**config.mk**
```make
export PLATFORM = sky130hd
export DESIGN_NAME = length_prefix_deframer_flat
export DESIGN_NICKNAME = d
export VERILOG_FILES = /design/src/rtl/lpd_pkg.sv /design/src/rtl/lpd_if.sv /design/src/rtl/length_prefix_deframer.sv /design/src/flat_wrapper.sv
export VERILOG_INCLUDE_DIRS = /design/src /design/src/rtl
export SDC_FILE = /design/constraint.sdc
export NUM_CORES = 1
export LEC_CHECK = 0
export ABC_AREA = 1
export BUFFER_PORTS_ARGS = -buffer_cell sky130_fd_sc_hd__buf_2
export CORE_MARGIN = 2
export CORE_UTILIZATION = 50
export CTS_CLUSTER_SIZE = 12
export DETAILED_ROUTE_END_ITERATION = 8
export GPL_TIMING_DRIVEN = 1
export PLACE_DENSITY = 0.75
export SYNTH_ARGS = -nofsm -noshare
export SYNTH_HDL_FRONTEND = slang
export SYNTH_SLANG_ARGS = --single-unit
```
**constraint.sdc**
```tcl
create_clock -name clk -period 3.8 [get_ports clk]
set_clock_uncertainty 0.2 [all_clocks]
set_input_delay 0.57 -clock clk [delete_from_list [all_inputs] [get_ports clk]]
set_output_delay 0.57 -clock clk [all_outputs]
set_load 0.05 [all_outputs]
```
**src/rtl/length_prefix_deframer_defines.svh**
```systemverilog
// Assertion macros for the deframer RTL.
`ifndef LENGTH_PREFIX_DEFRAMER_DEFINES_SVH
`define LENGTH_PREFIX_DEFRAMER_DEFINES_SVH

// Same-cycle implication, sampled on clk, off during reset
`define LPD_ASSERT_NOW(label, ante, cons, msg) \
  label: assert property (@(posedge clk) disable iff (rst) (ante) |-> (cons)) else $error(msg);

// Next-cycle implication, sampled on clk, off during reset
`define LPD_ASSERT_NEXT(label, ante, cons, msg) \
  label: assert property (@(posedge clk) disable iff (rst) (ante) |=> (cons)) else $error(msg);

`endif

```
**src/rtl/lpd_pkg.sv**
```systemverilog
// Shared types and constants for the length-prefix deframer.
`default_nettype none

package lpd_pkg;

  localparam int unsigned BYTE_W         = 8;
  localparam int unsigned LEN_W          = 16;
  localparam int unsigned HEADER_BYTES_DEF = 2;
  localparam int unsigned APB_DATA_W     = 32;
  localparam int unsigned APB_ADDR_W     = 2;

  localparam logic [LEN_W-1:0]      MAX_LEN_RESET    = 16'd4096;
  localparam logic [APB_ADDR_W-1:0] ADDR_MAX_MSG_LEN = 2'd0;

  // Command codes on the input channel
  typedef enum logic {
    CMD_DATA  = 1'b0,
    CMD_CLEAR = 1'b1
  } cmd_t;

  // One result item
  typedef struct packed {
    logic              payload_valid;
    logic [BYTE_W-1:0] payload_byte;
    logic              payload_last;
    logic              message_ready;
    logic [LEN_W-1:0]  message_length;
    logic              error;
  } result_t;

endpackage

`default_nettype wire

```
**src/rtl/lpd_if.sv**
```systemverilog
// Valid/ready channel interfaces for the deframer input and result streams.
`default_nettype none

interface lpd_in_if;
  logic                       valid;
  logic                       ready;
  logic                       cmd;
  logic [lpd_pkg::BYTE_W-1:0] data_byte;

  modport source (output valid, output cmd, output data_byte, input ready);
  modport sink   (input valid, input cmd, input data_byte, output ready);
endinterface

interface lpd_out_if;
  logic                       valid;
  logic                       ready;
  logic                       payload_valid;
  logic [lpd_pkg::BYTE_W-1:0] payload_byte;
  logic                       payload_last;
  logic                       message_ready;
  logic [lpd_pkg::LEN_W-1:0]  message_length;
  logic                       error;

  modport source (output valid, output payload_valid, output payload_byte,
                  output payload_last, output message_ready, output message_length,
                  output error, input ready);
  modport sink   (input valid, input payload_valid, input payload_byte,
                  input payload_last, input message_ready, input message_length,
                  input error, output ready);
endinterface

`default_nettype wire

```
**src/rtl/length_prefix_deframer.sv**
```systemverilog
// Length-prefix deframer: big-endian length header, streamed payload, error detect.
//
//  channel  | dir | handshake        | contents
//  ---------+-----+------------------+-----------------------------------------
//  in_ch    | in  | valid/ready      | cmd, data_byte
//  out_ch   | out | valid/ready      | payload_valid/byte/last, message_ready,
//           |     |                  | message_length, error
//  apb      | in  | psel/penable     | max_message_length at address 0
//
//  One transfer per cycle in each direction while out_ch is not stalled; a result
//  appears in the cycle after its input transfer, from the output register.
//  Per-byte work is 16-bit compares and one 16-bit increment on frame state.
//  in_ch.ready is high while the output register is empty or being drained,
//  so a stalled sink holds exactly one result and stalls the input.
//  rst (synchronous) clears frame state and the output valid flag, and sets the
//  maximum length to 4096.
`default_nettype none

`include "length_prefix_deframer_defines.svh"

module length_prefix_deframer #(
  parameter int unsigned HEADER_BYTES = lpd_pkg::HEADER_BYTES_DEF
) (
  input  wire logic                           clk,
  input  wire logic                           rst,
  lpd_in_if.sink                              in_ch,
  lpd_out_if.source                           out_ch,
  input  wire logic                           psel,
  input  wire logic                           penable,
  input  wire logic                           pwrite,
  input  wire logic [lpd_pkg::APB_ADDR_W-1:0] paddr,
  input  wire logic [lpd_pkg::APB_DATA_W-1:0] pwdata,
  output logic      [lpd_pkg::APB_DATA_W-1:0] prdata,
  output logic                                pready
);

  localparam int unsigned HCW = $clog2(HEADER_BYTES + 1);
  localparam logic [HCW-1:0] HDR_FULL = HCW'(HEADER_BYTES);
  localparam logic [HCW-1:0] HDR_LAST = HCW'(HEADER_BYTES - 1);

  // Frame state
  logic [HCW-1:0]            header_count, header_count_next;
  logic [lpd_pkg::LEN_W-1:0] expected_length, expected_length_next;
  logic [lpd_pkg::LEN_W-1:0] received_length, received_length_next;
  logic [lpd_pkg::LEN_W-1:0] max_message_length;

  // Output register
  lpd_pkg::result_t res, res_next;
  logic             out_valid;

  logic in_fire;
  logic cfg_write;
  logic [lpd_pkg::LEN_W-1:0] len_shifted;
  logic [lpd_pkg::LEN_W-1:0] rcv_inc;

  assign in_ch.ready = !out_valid || out_ch.ready;
  assign in_fire     = in_ch.valid && in_ch.ready;

  // Configuration port
  assign pready    = 1'b1;
  assign cfg_write = psel && penable && pwrite && (paddr == lpd_pkg::ADDR_MAX_MSG_LEN);
  assign prdata    = (paddr == lpd_pkg::ADDR_MAX_MSG_LEN)
                   ? lpd_pkg::APB_DATA_W'(max_message_length) : '0;

  always_ff @(posedge clk) begin
    if (rst) begin
      max_message_length <= lpd_pkg::MAX_LEN_RESET;
    end else if (cfg_write) begin
      max_message_length <= pwdata[lpd_pkg::LEN_W-1:0];
    end
  end

  // Per-byte decode: next frame state and the result item
  assign len_shifted = {expected_length[lpd_pkg::LEN_W-lpd_pkg::BYTE_W-1:0], in_ch.data_byte};
  assign rcv_inc     = received_length + lpd_pkg::LEN_W'(1);

  always_comb begin
    header_count_next    = header_count;
    expected_length_next = expected_length;
    received_length_next = received_length;
    res_next             = '0;
    if (lpd_pkg::cmd_t'(in_ch.cmd) == lpd_pkg::CMD_CLEAR) begin
      header_count_next    = '0;
      expected_length_next = '0;
      received_length_next = '0;
    end else if (header_count < HDR_FULL) begin
      // header byte, most significant first
      expected_length_next = len_shifted;
      header_count_next    = header_count + HCW'(1);
      if (header_count == HDR_LAST) begin
        if (len_shifted > max_message_length) begin
          res_next.error       = 1'b1;
          header_count_next    = '0;
          expected_length_next = '0;
          received_length_next = '0;
        end else if (len_shifted == '0) begin
          res_next.message_ready = 1'b1;
        end
      end
    end else if (received_length >= expected_length) begin
      // overrun: data after a complete message
      res_next.error       = 1'b1;
      header_count_next    = '0;
      expected_length_next = '0;
      received_length_next = '0;
    end else begin
      res_next.payload_valid = 1'b1;
      res_next.payload_byte  = in_ch.data_byte;
      received_length_next   = rcv_inc;
      if (rcv_inc == expected_length) begin
        res_next.payload_last   = 1'b1;
        res_next.message_ready  = 1'b1;
        res_next.message_length = expected_length;
      end
    end
  end

  // State update on input transfer
  always_ff @(posedge clk) begin
    if (rst) begin
      header_count    <= '0;
      expected_length <= '0;
      received_length <= '0;
    end else if (in_fire) begin
      header_count    <= header_count_next;
      expected_length <= expected_length_next;
      received_length <= received_length_next;
    end
  end

  // Output register
  always_ff @(posedge clk) begin
    if (rst) begin
      out_valid <= 1'b0;
    end else if (in_fire) begin
      out_valid <= 1'b1;
    end else if (out_ch.ready) begin
      out_valid <= 1'b0;
    end
  end

  always_ff @(posedge clk) begin
    if (in_fire) begin
      res <= res_next;
    end
  end

  assign out_ch.valid          = out_valid;
  assign out_ch.payload_valid  = res.payload_valid;
  assign out_ch.payload_byte   = res.payload_byte;
  assign out_ch.payload_last   = res.payload_last;
  assign out_ch.message_ready  = res.message_ready;
  assign out_ch.message_length = res.message_length;
  assign out_ch.error          = res.error;

  // Checks
  `LPD_ASSERT_NOW(a_hdr_bound, 1'b1, header_count <= HDR_FULL, "header count past header size")
  `LPD_ASSERT_NOW(a_rcv_bound, header_count == HDR_FULL, received_length <= expected_length,
                  "received more payload than announced")
  `LPD_ASSERT_NEXT(a_err_clears, in_fire && res_next.error,
                   header_count == '0 && received_length == '0, "error did not clear frame state")
  `LPD_ASSERT_NOW(a_flags_excl, out_valid && res.error,
                  !res.payload_valid && !res.message_ready, "error result carries other flags")
  `LPD_ASSERT_NOW(a_last_ready, out_valid && res.payload_last,
                  res.payload_valid && res.message_ready, "last byte without message ready")

endmodule

`default_nettype wire

```
**src/flat_wrapper.sv**
```systemverilog
// flat-port wrapper written by rule: the top's interface ports become plain ports
module length_prefix_deframer_flat 
#(
  parameter int unsigned HEADER_BYTES = lpd_pkg::HEADER_BYTES_DEF
)
  (clk, rst, psel, penable, pwrite, paddr, pwdata, prdata, pready, in_ch_valid, in_ch_cmd, in_ch_data_byte, in_ch_ready, out_ch_valid, out_ch_payload_valid, out_ch_payload_byte, out_ch_payload_last, out_ch_message_ready, out_ch_message_length, out_ch_error, out_ch_ready);
  lpd_in_if in_ch_i ();
  lpd_out_if out_ch_i ();
  input  wire logic clk;
  input  wire logic rst;
  input  wire logic psel;
  input  wire logic penable;
  input  wire logic pwrite;
  input  wire logic [lpd_pkg::APB_ADDR_W-1:0] paddr;
  input  wire logic [lpd_pkg::APB_DATA_W-1:0] pwdata;
  output logic      [lpd_pkg::APB_DATA_W-1:0] prdata;
  output logic pready;
  input wire logic [$bits(in_ch_i.valid)-1:0] in_ch_valid;
  input wire logic [$bits(in_ch_i.cmd)-1:0] in_ch_cmd;
  input wire logic [$bits(in_ch_i.data_byte)-1:0] in_ch_data_byte;
  output wire logic [$bits(in_ch_i.ready)-1:0] in_ch_ready;
  output wire logic [$bits(out_ch_i.valid)-1:0] out_ch_valid;
  output wire logic [$bits(out_ch_i.payload_valid)-1:0] out_ch_payload_valid;
  output wire logic [$bits(out_ch_i.payload_byte)-1:0] out_ch_payload_byte;
  output wire logic [$bits(out_ch_i.payload_last)-1:0] out_ch_payload_last;
  output wire logic [$bits(out_ch_i.message_ready)-1:0] out_ch_message_ready;
  output wire logic [$bits(out_ch_i.message_length)-1:0] out_ch_message_length;
  output wire logic [$bits(out_ch_i.error)-1:0] out_ch_error;
  input wire logic [$bits(out_ch_i.ready)-1:0] out_ch_ready;
  assign in_ch_i.valid = in_ch_valid;
  assign in_ch_i.cmd = in_ch_cmd;
  assign in_ch_i.data_byte = in_ch_data_byte;
  assign in_ch_ready = in_ch_i.ready;
  assign out_ch_valid = out_ch_i.valid;
  assign out_ch_payload_valid = out_ch_i.payload_valid;
  assign out_ch_payload_byte = out_ch_i.payload_byte;
  assign out_ch_payload_last = out_ch_i.payload_last;
  assign out_ch_message_ready = out_ch_i.message_ready;
  assign out_ch_message_length = out_ch_i.message_length;
  assign out_ch_error = out_ch_i.error;
  assign out_ch_i.ready = out_ch_ready;
  length_prefix_deframer #(.HEADER_BYTES(HEADER_BYTES)) u_core (.clk(clk), .rst(rst), .in_ch(in_ch_i), .out_ch(out_ch_i), .psel(psel), .penable(penable), .pwrite(pwrite), .paddr(paddr), .pwdata(pwdata), .prdata(prdata), .pready(pready));
endmodule
```
==> results of run 1 <==
[per-stage QoR]
stage	instance area (sq um)	total power, mW	std cells	utilization
floorplan	4870	1.257	691	-
global placement	5265	1.341	870	0.5671
detailed placement	5265	1.350	870	0.5671
CTS	5439	1.907	886	0.5858
global route	5439	1.987	886	0.5858
finish	5439	1.894	886	0.5858
[worst paths after layout]
| check | to | from | depth (start not counted) | slack [ps] |
|---|---|---|---|---|
| worst max-delay path | u_core.expected_length[2] | u_core.expected_length[2] | 17 | 870 |
| worst min-delay path | u_core.max_message_length[12] | u_core.max_message_length[12] | 2 | 280 |
| worst max register to register | u_core.expected_length[2] | u_core.expected_length[2] | 17 | 870 |
| worst min register to register | u_core.max_message_length[12] | u_core.max_message_length[12] | 2 | 280 |
[where the power goes]
group          switching (mW)  internal (mW)
clock network           0.313          0.250
logic                   0.289          0.105
registers              0.0264          0.910
total                   0.628           1.27
[layer usage]
layer  part of all wire  vias to the layer above
li1                   -                     2301
met1               0.42                     2009
met2               0.47                      218
met3              0.079                       28
met4              0.023                        2
met5             0.0011                        -
[Yosys cell counts (all sizes together)]
library cell / instances
nand4: 27
edfxtp: 28
nand2: 163
xor2: 1
a21o: 1
nand3: 46
o22ai: 1
nor4: 4
o21bai: 3
nor2: 111
nor3: 2
a21oi: 47
o21ai: 22
ha: 33
clkbuf: 14
nand3b: 2
buf: 22
or2: 1
inv: 93
o21a: 1
o211ai: 1
dfxtp: 51
conb: 2
[cells by family (layout without fill, tap and decap cells)]
logic type / after synthesis / count (layout) / synth area share
adders and majority gates: 33 / 33 / 0.08578
DFF: 79 / 79 / 0.3868
and+or+nand+nor: 356 / 356 / 0.3239
buffers and inverters: 129 / 195 / 0.1170
other: 2 / 17 / 0.001560
AOI/OAI and AO/OA: 76 / 76 / 0.08318
xor gates and xnor gates: 1 / 1 / 0.001820
[cell type report]
class,count,area (sq um)
fillers,883,3845
multi-input cells,483,2445
flip-flops and latches,79,1862
repair buffers,86,447.9
inverters,93,349.1
well taps,129,161.4
clock buffers,10,137.6
clock inverters,6,36.28
[state kept, by name (all words and copies together) (netlist names)]
register                      flops
u_core.expected_length           16
u_core.max_message_length        16
u_core.out_ch.message_length     16
u_core.received_length           16
u_core.out_ch.payload_byte        8
u_core.header_count               2
u_core.out_ch.error               1
u_core.out_ch.message_ready       1
u_core.out_ch.payload_last        1
u_core.out_ch.payload_valid       1
u_core.out_ch.valid               1
[critical path, stage by stage (launching register included)]
cell and delay [ps]:
dfxtp_1 520, inv_1 140, ha_1 290, nand2_1 50, inv_1 60, nand2_1 50
nand2_1 50, nand2_1 40, nand2_1 50, nand2_1 40, nand3_1 110, inv_1 110
nand2_2 190, nand2_1 250, inv_2 420, nand2_1 110, nand2_1 80, nor2_1 50
==> key figures, run 1 <==
Timing
  – Final slew viol count: 0
  – Setup ws final: just under 900 ps
  – Unrepaired setup endpoints after global routing: false
  – Final Hold Slack: approximately 280 ps
  – Setup violations, final: 0
  – Max Freq: 340.8 MHz
  – Slew headroom: 0.3159
  – Fin crit period: 2935 ps
  – Worst Tran Pin Value: 1023 ps
  – Tcrit/Tclk final: 0.7723
  – TNS Setup: 0 ps
  – Final Hold Viols: 0

Die
  – Core Area: 9284 sq um
  – Cell Rows: 35
  – # IOs: roughly 110
  – Initial core utilization: 0.5185
  – Die area: 10430 sq um
  – Die width: 102.1 microns
  – Chip height: a little over 100 microns

Clocking
  – Post-CTS Hold Fix Bufs: 0
  – CTS Buf Count: 9
  – Clock latency on the worst-skew pair: between 300 and 400 ps
  – Clock slew at reported path FFs: around 80 ps
  – CTS Sinks: 79
  – H-tree depth: 3
  – Post-CTS setup repair buffer count: 0
  – Post-CTS resize count: 0
  – CTS tree: done
  – Root buf cell: clkbuf_8
  – Clock Path Buffers: 2

Route
  – DRC Markers: 0
  – DRT iter0 DRCs: 245
  – Pre-antenna DRT Iters: 7
  – Vias after detailed routing: about 4600
  – Vias per cell: 5.144
  – Remaining antenna violation count: 0
  – Average wire per standard cell: 12.86 microns
  – Routed Wire Length: around 11 mm

Global routing
  – Antenna violations before repair: 1
  – Tot GR Track Use: 0.2321
  – GRT met1 Usage: 0.2797
  – Pin count of the biggest net entering global routing: 36
  – GR Util met3: 0.04172
  – Grt ovf: 0
  – Vias in the first global route: ~4300
  – Gr busiest metal: met2
  – First-pass GRT wire length: 19.02 mm
  – GR Layer Usage met2: 0.4054

Logic synthesis
  – Synthesized area: 4813 sq um
  – Synth area leader: dfxtp_1
  – Sequential cell area fraction in the yosys report: 0.3868
  – Synth area leaders: dfxtp_1 21%, edfxtp_1 17%, nand2_1 12%, ha_1 8.6%, nor2_1 7.6%
  – Post-synth top area share: 0.2121
  – Syn avg cell area: 7.120 sq um
  – Synthesized instance count: 676
  – #FFs+latches synth: a little under 80
  – Netlist cell types: 33
  – Ys Warns: 0

Finish
  – Most common cell after layout, fill and taps aside: nand2_1
  – ANT cells: 0
  – Share of cells above drive strength 1: 0.1625
  – Layout area overhead: 13.00%
  – Commonest cells after routing, fill and taps aside: 160 x nand2_1, 97 x nor2_1, 92 x inv_1
  – Total Nets Final: 835

Setup path
  – Crit-path max FO: 28
  – Setup CP Type: flip-flop to flip-flop
  – Setup crit end kind: flip-flop
  – Critical path launch point type: flip-flop
  – Worst Path Required: 3860 ps
  – Worst EP arrival: 2990 ps

Min path
  – Min-Delay Path Class: flip-flop to flip-flop

Pwr
  – Lkg Pwr: 2.594 nW
  – VDD IR max: approximately 0.00015 V
  – Power Density: about 350 nW/um^2

Placement
  – Buffers on Ports: 79
  – HPWL after detailed placement: between 8 and 9 mm
  – Gpl congestion: 0.9239
  – Placement Setup Slack: approximately 910 ps

Run status
  – Status: finished clean

Job
  – Max-cap violation count: 0
No activity file was read; power rests on OpenSTA's default activity.
==> run 2, diff against run 1 <==
- ABC_AREA: 1 -> 0
- CORE_UTILIZATION: 50 -> 49
- PLACE_DENSITY: 0.75 -> 0.77
- clock period: 3.8 -> 2.5 ns (I/O delays scaled with it)
==> run 2 against run 1 <==
- the flow now finishes with violations (setup timing)
- critical path type unchanged
- first-iteration DRC count increased to 2.8 times the previous value
- critical endpoint is now u_core.out_ch.message_length[12]
- via count increased by 22%
- combinational power increased by 80%
==> key figures, run 2 <==
Pwr
  – Sequential Power Share: 0.447
  – Net switching power: 1.015 mW
  – Clock share of power: 0.325
  – VDD IR max: 0.0003541 V
  – Switching part of the total power: 0.3278
  – Power Density: around 430 nW/um^2
  – Internal: ~2.1 mW
  – Lkg Pwr: 2.957 nW
  – Combinational fraction of design power: 0.229

Clocking
  – Root buf cell: clkbuf_8
  – CTS Buf Count: 9
  – CTS tree: done
  – Clock Path Buffers: 2
  – Clock slew at reported path FFs: 90 ps
  – CTS Sinks: roughly 80
  – H-tree depth: 3
  – Clock latency on the worst-skew pair: 370 ps
  – Post-CTS Hold Fix Bufs: 0

Route
  – Vias per cell: 6.537
  – Routed Wire Length: 20.66 mm
  – DRC Markers: 0
  – Pre-antenna DRT Iters: 8
  – Remaining antenna violation count: 0
  – Vias after detailed routing: 5543
  – Average wire per standard cell: 24.37 microns
  – DRT iter0 DRCs: 694

Placement
  – Gpl congestion: 0.8971
  – Buffers on Ports: 79
  – HPWL after detailed placement: 9.531 mm
  – Cell count after placement: 793

Die
  – Core Area: roughly 9200 sq um
  – Die area: 10150 sq um
  – Chip height: 100.8 microns
  – # IOs: 113
  – Die width: slightly above 100 microns
  – Initial core utilization: 0.5012
  – Cell Rows: 35

Min path
  – Cells on Worst Hold Path: 3
  – Min-Delay Path Class: input port to flip-flop

Setup path
  – Crit-path max FO: 4
  – Setup crit end kind: flip-flop
  – Setup CP Type: flip-flop to flip-flop
  – Critical path launch point type: flip-flop
  – Worst EP arrival: 3050 ps
  – Path depth of the worst reg2reg path: 11
  – Worst Path Required: 2540 ps

Logic synthesis
  – Netlist cell types: 55
  – Commonest cells in the netlist: 51 x dfxtp_1, 48 x a21oi_1, 45 x nand2_1
  – Most used DFF post-synth: dfxtp_1
  – #FFs+latches synth: 79
  – Synthesized instance count: 524
  – Ys Warns: 0
  – Syn avg cell area: 8.754 sq um
  – Synth area leaders: dfxtp_1 22%, edfxtp_1 18%, ha_1 9.0%, a21oi_1 5.2%, and2_1 3.8%
  – Synthesized area: 4587 sq um
  – Most numerous cell in the Yosys netlist: dfxtp_1
  – Sequential cell area fraction in the yosys report: 0.4059
  – Post-synth EDFFs: 28
  – Post-synth top area share: 0.2226
  – Synth area leader: dfxtp_1
  – Post-synthesis async set-or-reset flop share: 0

Run status
  – Failing checks: setup timing
  – Status: finished, violations left

Finish
  – Post-Route Utilization: 0.7836
  – Commonest cells after routing, fill and taps aside: 117 x buf_4, 80 x buf_2, 41 x nand2_1
  – Total Nets Final: 815
  – Most common cell after layout, fill and taps aside: buf_4
  – ANT cells: 0
  – Non-filler instance count after layout: 848
  – Layout area overhead: 56.36%
  – Share of cells above drive strength 1: 0.5400
  – Fillers: 475

Global routing
  – Antenna violations before repair: 0
  – First-pass GRT wire length: 26.32 mm
  – Pin count of the biggest net entering global routing: 40
  – Grt ovf: 0
  – Tot GR Track Use: 0.3400
  – Vias in the first global route: 5108

Timing
  – Final slew viol count: 0
  – TNS Setup: -19010 ps
  – Unrepaired setup endpoints after global routing: true
  – Fin crit period: between 3000 and 4000 ps
  – Setup ws final: -504.1 ps
  – Final Hold Viols: 0
  – Max Freq: approximately 330 MHz
  – Tcrit/Tclk final: 1.202
  – Setup violations, final: 61
  – Slew headroom: 0.3451
  – Worst Tran Pin Value: 982.4 ps

Job
  – Max-cap violation count: 0
[run 2: timing repair]
item	4_1_cts	5_1_grt
setup endpoints to repair	53	61
resized for setup	103	99
buffers inserted	23	14
pin swaps	38	45
cloned	8	0
[run 2: per-stage QoR]
stage	hold slack, ps	power (mW)	setup slack (ps)	area, sq um
finish	12.73	3.096	-504.1	7172
global route	13.83	3.174	-569.1	7172
CTS	24.16	2.940	-254.2	6738
detailed placement	249.0	1.892	-309.3	5826
global placement	242.9	1.879	-228.3	5826
floorplan	236.3	1.742	-263.4	4721
[run 2: logic make-up (layout without fill, tap and decap cells)]
logic type | count (synthesis) | after routing | share of synthesized area
and+or+nand+nor | 193 | 193 | 0.2234
AOI/OAI and AO/OA | 114 | 114 | 0.1558
buffers and inverters | 84 | 282 | 0.08702
DFF | 79 | 79 | 0.4059
adders and majority gates | 33 | 33 | 0.09002
xor gates and xnor gates | 19 | 19 | 0.03628
other | 2 | 17 | 0.001637
[run 2: worst paths after layout]
| kind | to | slack (ps) | start |
|---|---|---|---|
| max | u_core.out_ch.message_length[12] | -500 | u_core.received_length[5] |
| max reg2reg | u_core.out_ch.message_length[12] | -500 | u_core.received_length[5] |
| min | u_core.max_message_length[12] | 10 | pwdata[12] |
| min reg2reg | u_core.max_message_length[10] | 260 | u_core.max_message_length[10] |
[run 2: power by group through the flow]
stage	clock, mW	sequential, mW	combinational, mW
after floorplan	0	1.49	0.248
after CTS	0.958	1.38	0.603
final	1.00	1.38	0.708
after detailed placement	0	1.41	0.483
after global placement	0	1.41	0.471
after global routing	1.06	1.39	0.727
[run 2: final cells by class]
class / instances / area (sq um) / share of cell area
clock buffers: 11 / 131.4 / 0.01832
clock inverters: 5 / 57.56 / 0.008025
inverters: 40 / 157.7 / 0.02198
multi-input cells: 376 / 3128 / 0.4361
flip-flops and latches: 79 / 1908 / 0.2661
well taps: 111 / 138.9 / 0.01936
repair buffers: 226 / 1650 / 0.2301
[run 2: worst max-delay path, cell delays in order (launching register included)]
cell	delay [ps]
dfxtp_1	440
ha_4	240
a211oi_2	240
o21bai_1	140
a222oi_1	410
buf_4	220
nand3_4	100
inv_6	120
o2111ai_4	130
nor4_4	290
buf_2	220
and2_1	130
[run 2: layer usage]
metal,vias to the layer above,share of wire,global-route usage,routed length [microns]
li1,2258,-,-,-
met1,2546,0.34,0.3983,7085
met4,0,0.095,0.2518,1958
met5,-,0,0,0
met3,199,0.11,0.06935,2335
met2,540,0.45,0.5482,9284
==> run 3, diff against run 2 <==
- TNS_END_PERCENT: default -> 50
==> run 3 against run 2 <==
- the flow still finishes with violations (setup timing)
- sequential share of layout area increased by 1.4 points
- flip-flop and latch count unchanged
- cell count decreased by 1.1%
- sequential power about the same
- combinational power decreased by 12%
- hold slack improved by 13 ps
- via count decreased by 7.4%
- critical path depth unchanged
==> key figures, run 3 (synthesized netlist as in run 2, its figures left out) <==
Run status
  – Status: finished, violations left
  – Failing checks: setup timing

Timing
  – Max Freq: between 300 and 400 MHz
  – Final Hold Slack: 25.73 ps
  – Final slew viol count: 0
  – Final Hold Viols: 0
  – Slew headroom: 0.3915
  – Worst Tran Pin Value: 912.8 ps
  – Fin crit period: 2928 ps
  – Tcrit/Tclk final: 1.171
  – Unrepaired setup endpoints after global routing: true
  – Setup ws final: -428.4 ps
  – Setup violations, final: 55

Global routing
  – GR Util met3: 0.06172
  – GRT met1 Usage: 0.3475
  – GR Layer Usage met2: 0.5036
  – Gr busiest metal: met2
  – Tot GR Track Use: 0.2934
  – Grt ovf: 0
  – Antenna violations before repair: 0
  – First-pass GRT wire length: 23.45 mm
  – Vias in the first global route: 4841
  – Pin count of the biggest net entering global routing: between 40 and 50

Placement
  – Buffers on Ports: 79
  – HPWL after detailed placement: 9.509 mm
  – Gpl congestion: 0.9173

Clocking
  – Clock Path Buffers: 2
  – Clock latency on the worst-skew pair: 370 ps
  – Clock slew at reported path FFs: ~100 ps
  – CTS Sinks: between 70 and 80
  – Root buf cell: clkbuf_8
  – CTS tree: done
  – H-tree depth: 3
  – CTS Buf Count: 9

Finish
  – Fillers: 547
  – Register area: 1904 sq um
  – Commonest cells after routing, fill and taps aside: 118 x buf_4, 79 x buf_2, 44 x nand2_1, 44 x a21oi_1, 39 x nor2_1
  – Share of cells above drive strength 1: 0.4574
  – Multi-input logic area: 2865 sq um
  – Total Nets Final: 806
  – Layout area overhead: 48.34%
  – ANT cells: 0
  – Most common cell after layout, fill and taps aside: buf_4

Pwr
  – Switching part of the total power: 0.3191
  – Internal: 2.062 mW
  – Lkg Pwr: 2.874 nW
  – VDD IR max: 0.0002692 V
  – Combinational fraction of design power: 0.205
  – Tot Pwr: 3.028 mW
  – Power Density: 445.1 nW/um^2
  – Sequential Power Share: 0.457
  – Clock share of power: 0.338
  – Net switching power: 966.4 uW

Route
  – Vias per cell: 6.117
  – Remaining antenna violation count: 0
  – Pre-antenna DRT Iters: 6
  – Average wire per standard cell: 19.92 microns
  – DRC Markers: 0
  – DRT iter0 DRCs: 596
  – Routed Wire Length: between 15 and 20 mm
  – Vias after detailed routing: 5132

Setup path
  – Critical path launch point type: flip-flop
  – Critical path's top delay family: compound AO/OA/AOI/OAI gates
  – Setup crit end kind: flip-flop
  – Crit-path max FO: 9
  – Worst Path Required: 2570 ps
  – CP peak stage delay: 450 ps
  – Slowest CP cell: or4_1
  – Setup CP Type: flip-flop to flip-flop
  – Worst EP arrival: about 3000 ps
  – Cell repeated most along the worst path: a21oi_1
  – CP cell instances: inv_1, ha_1, a21oi_1, o21ai_0, a222oi_1, buf_4, nand3_4, inv_4, nand2_2, or4_1, a21oi_1
  – Bufs and invs on worst path: 3

Die
  – Cell Rows: 35
  – # IOs: 113
  – Die area: 10150 sq um
  – Die width: 100.8 microns
  – Core Area: between 9000 and 10000 sq um
  – Initial core utilization: 0.5012
  – Chip height: 100.8 microns

Min path
  – Min-Delay Path Class: input port to flip-flop

Job
  – Max-cap violation count: 0
## run 3: worst register-to-register path: stages, from the launching register on
cell      delay, ps
dfxtp_1         400
inv_1           100
ha_1            300
a21oi_1         170
o21ai_0         120
a222oi_1        330
buf_4           200
nand3_4          90
inv_4           110
nand2_2         160
or4_1           450
a21oi_1         210
## run 3: metal layers
layer,vias to the layer above,routed length (microns)
met5,-,0
met4,0,916
met3,120,1710
met2,410,8004
met1,2375,6083
li1,2227,-
## run 3: cell type report
type,count,share of cell area
sequential,79,0.2799
timing repair buffer,217,0.2264
clock buffer,9,0.01821
inverter,40,0.02243
clock inverter,7,0.01159
multi-input combinational,376,0.4211
tap,111,0.02041
## run 3: per-stage QoR
stage | util | TNS, ps | cell area, sq um | worst slack [ps] | cells
final | 0.7434 | -15400 | 6804 | -428.4 | 839
after global routing | 0.7434 | -20260 | 6804 | -511.7 | 839
after CTS | 0.7049 | -7658 | 6451 | -231.3 | 828
after detailed placement | 0.6349 | -12300 | 5811 | -302.2 | 791
after global placement | 0.6349 | -9905 | 5811 | -250.3 | 791
after floorplan | - | -4480 | 4721 | -269.0 | 539
## run 3: path summary, 6_finish.rpt
path | to | slack, ps | depth (start not counted) | start
setup / recovery | u_core.received_length[6] | -430 | 11 | u_core.expected_length[9]
hold / removal | u_core.max_message_length[13] | 30 | 3 | pwdata[13]
setup reg to reg | u_core.received_length[6] | -430 | 11 | u_core.expected_length[9]
hold reg to reg | u_core.max_message_length[8] | 260 | 2 | u_core.max_message_length[8]
## run 3: timing repair
| action | CTS | global route |
|---|---|---|
| hold buffers | 0 | 0 |
| buffers inserted | 17 | 12 |
| resized for setup | 55 | 63 |
| pin swaps | 14 | 20 |
| gates cloned | 4 | 0 |
| hold endpoints to repair | 0 | 0 |
| setup endpoints to repair | 53 | 60 |
## run 3: power groups by stage
stage               Clock (mW)  Combinational (mW)  Sequential [mW]
floorplan                    0               0.248             1.49
global placement             0               0.472             1.41
detailed placement           0               0.482             1.41
CTS                       1.01               0.536             1.38
global route              1.07               0.647             1.39
finish                    1.02               0.621             1.38
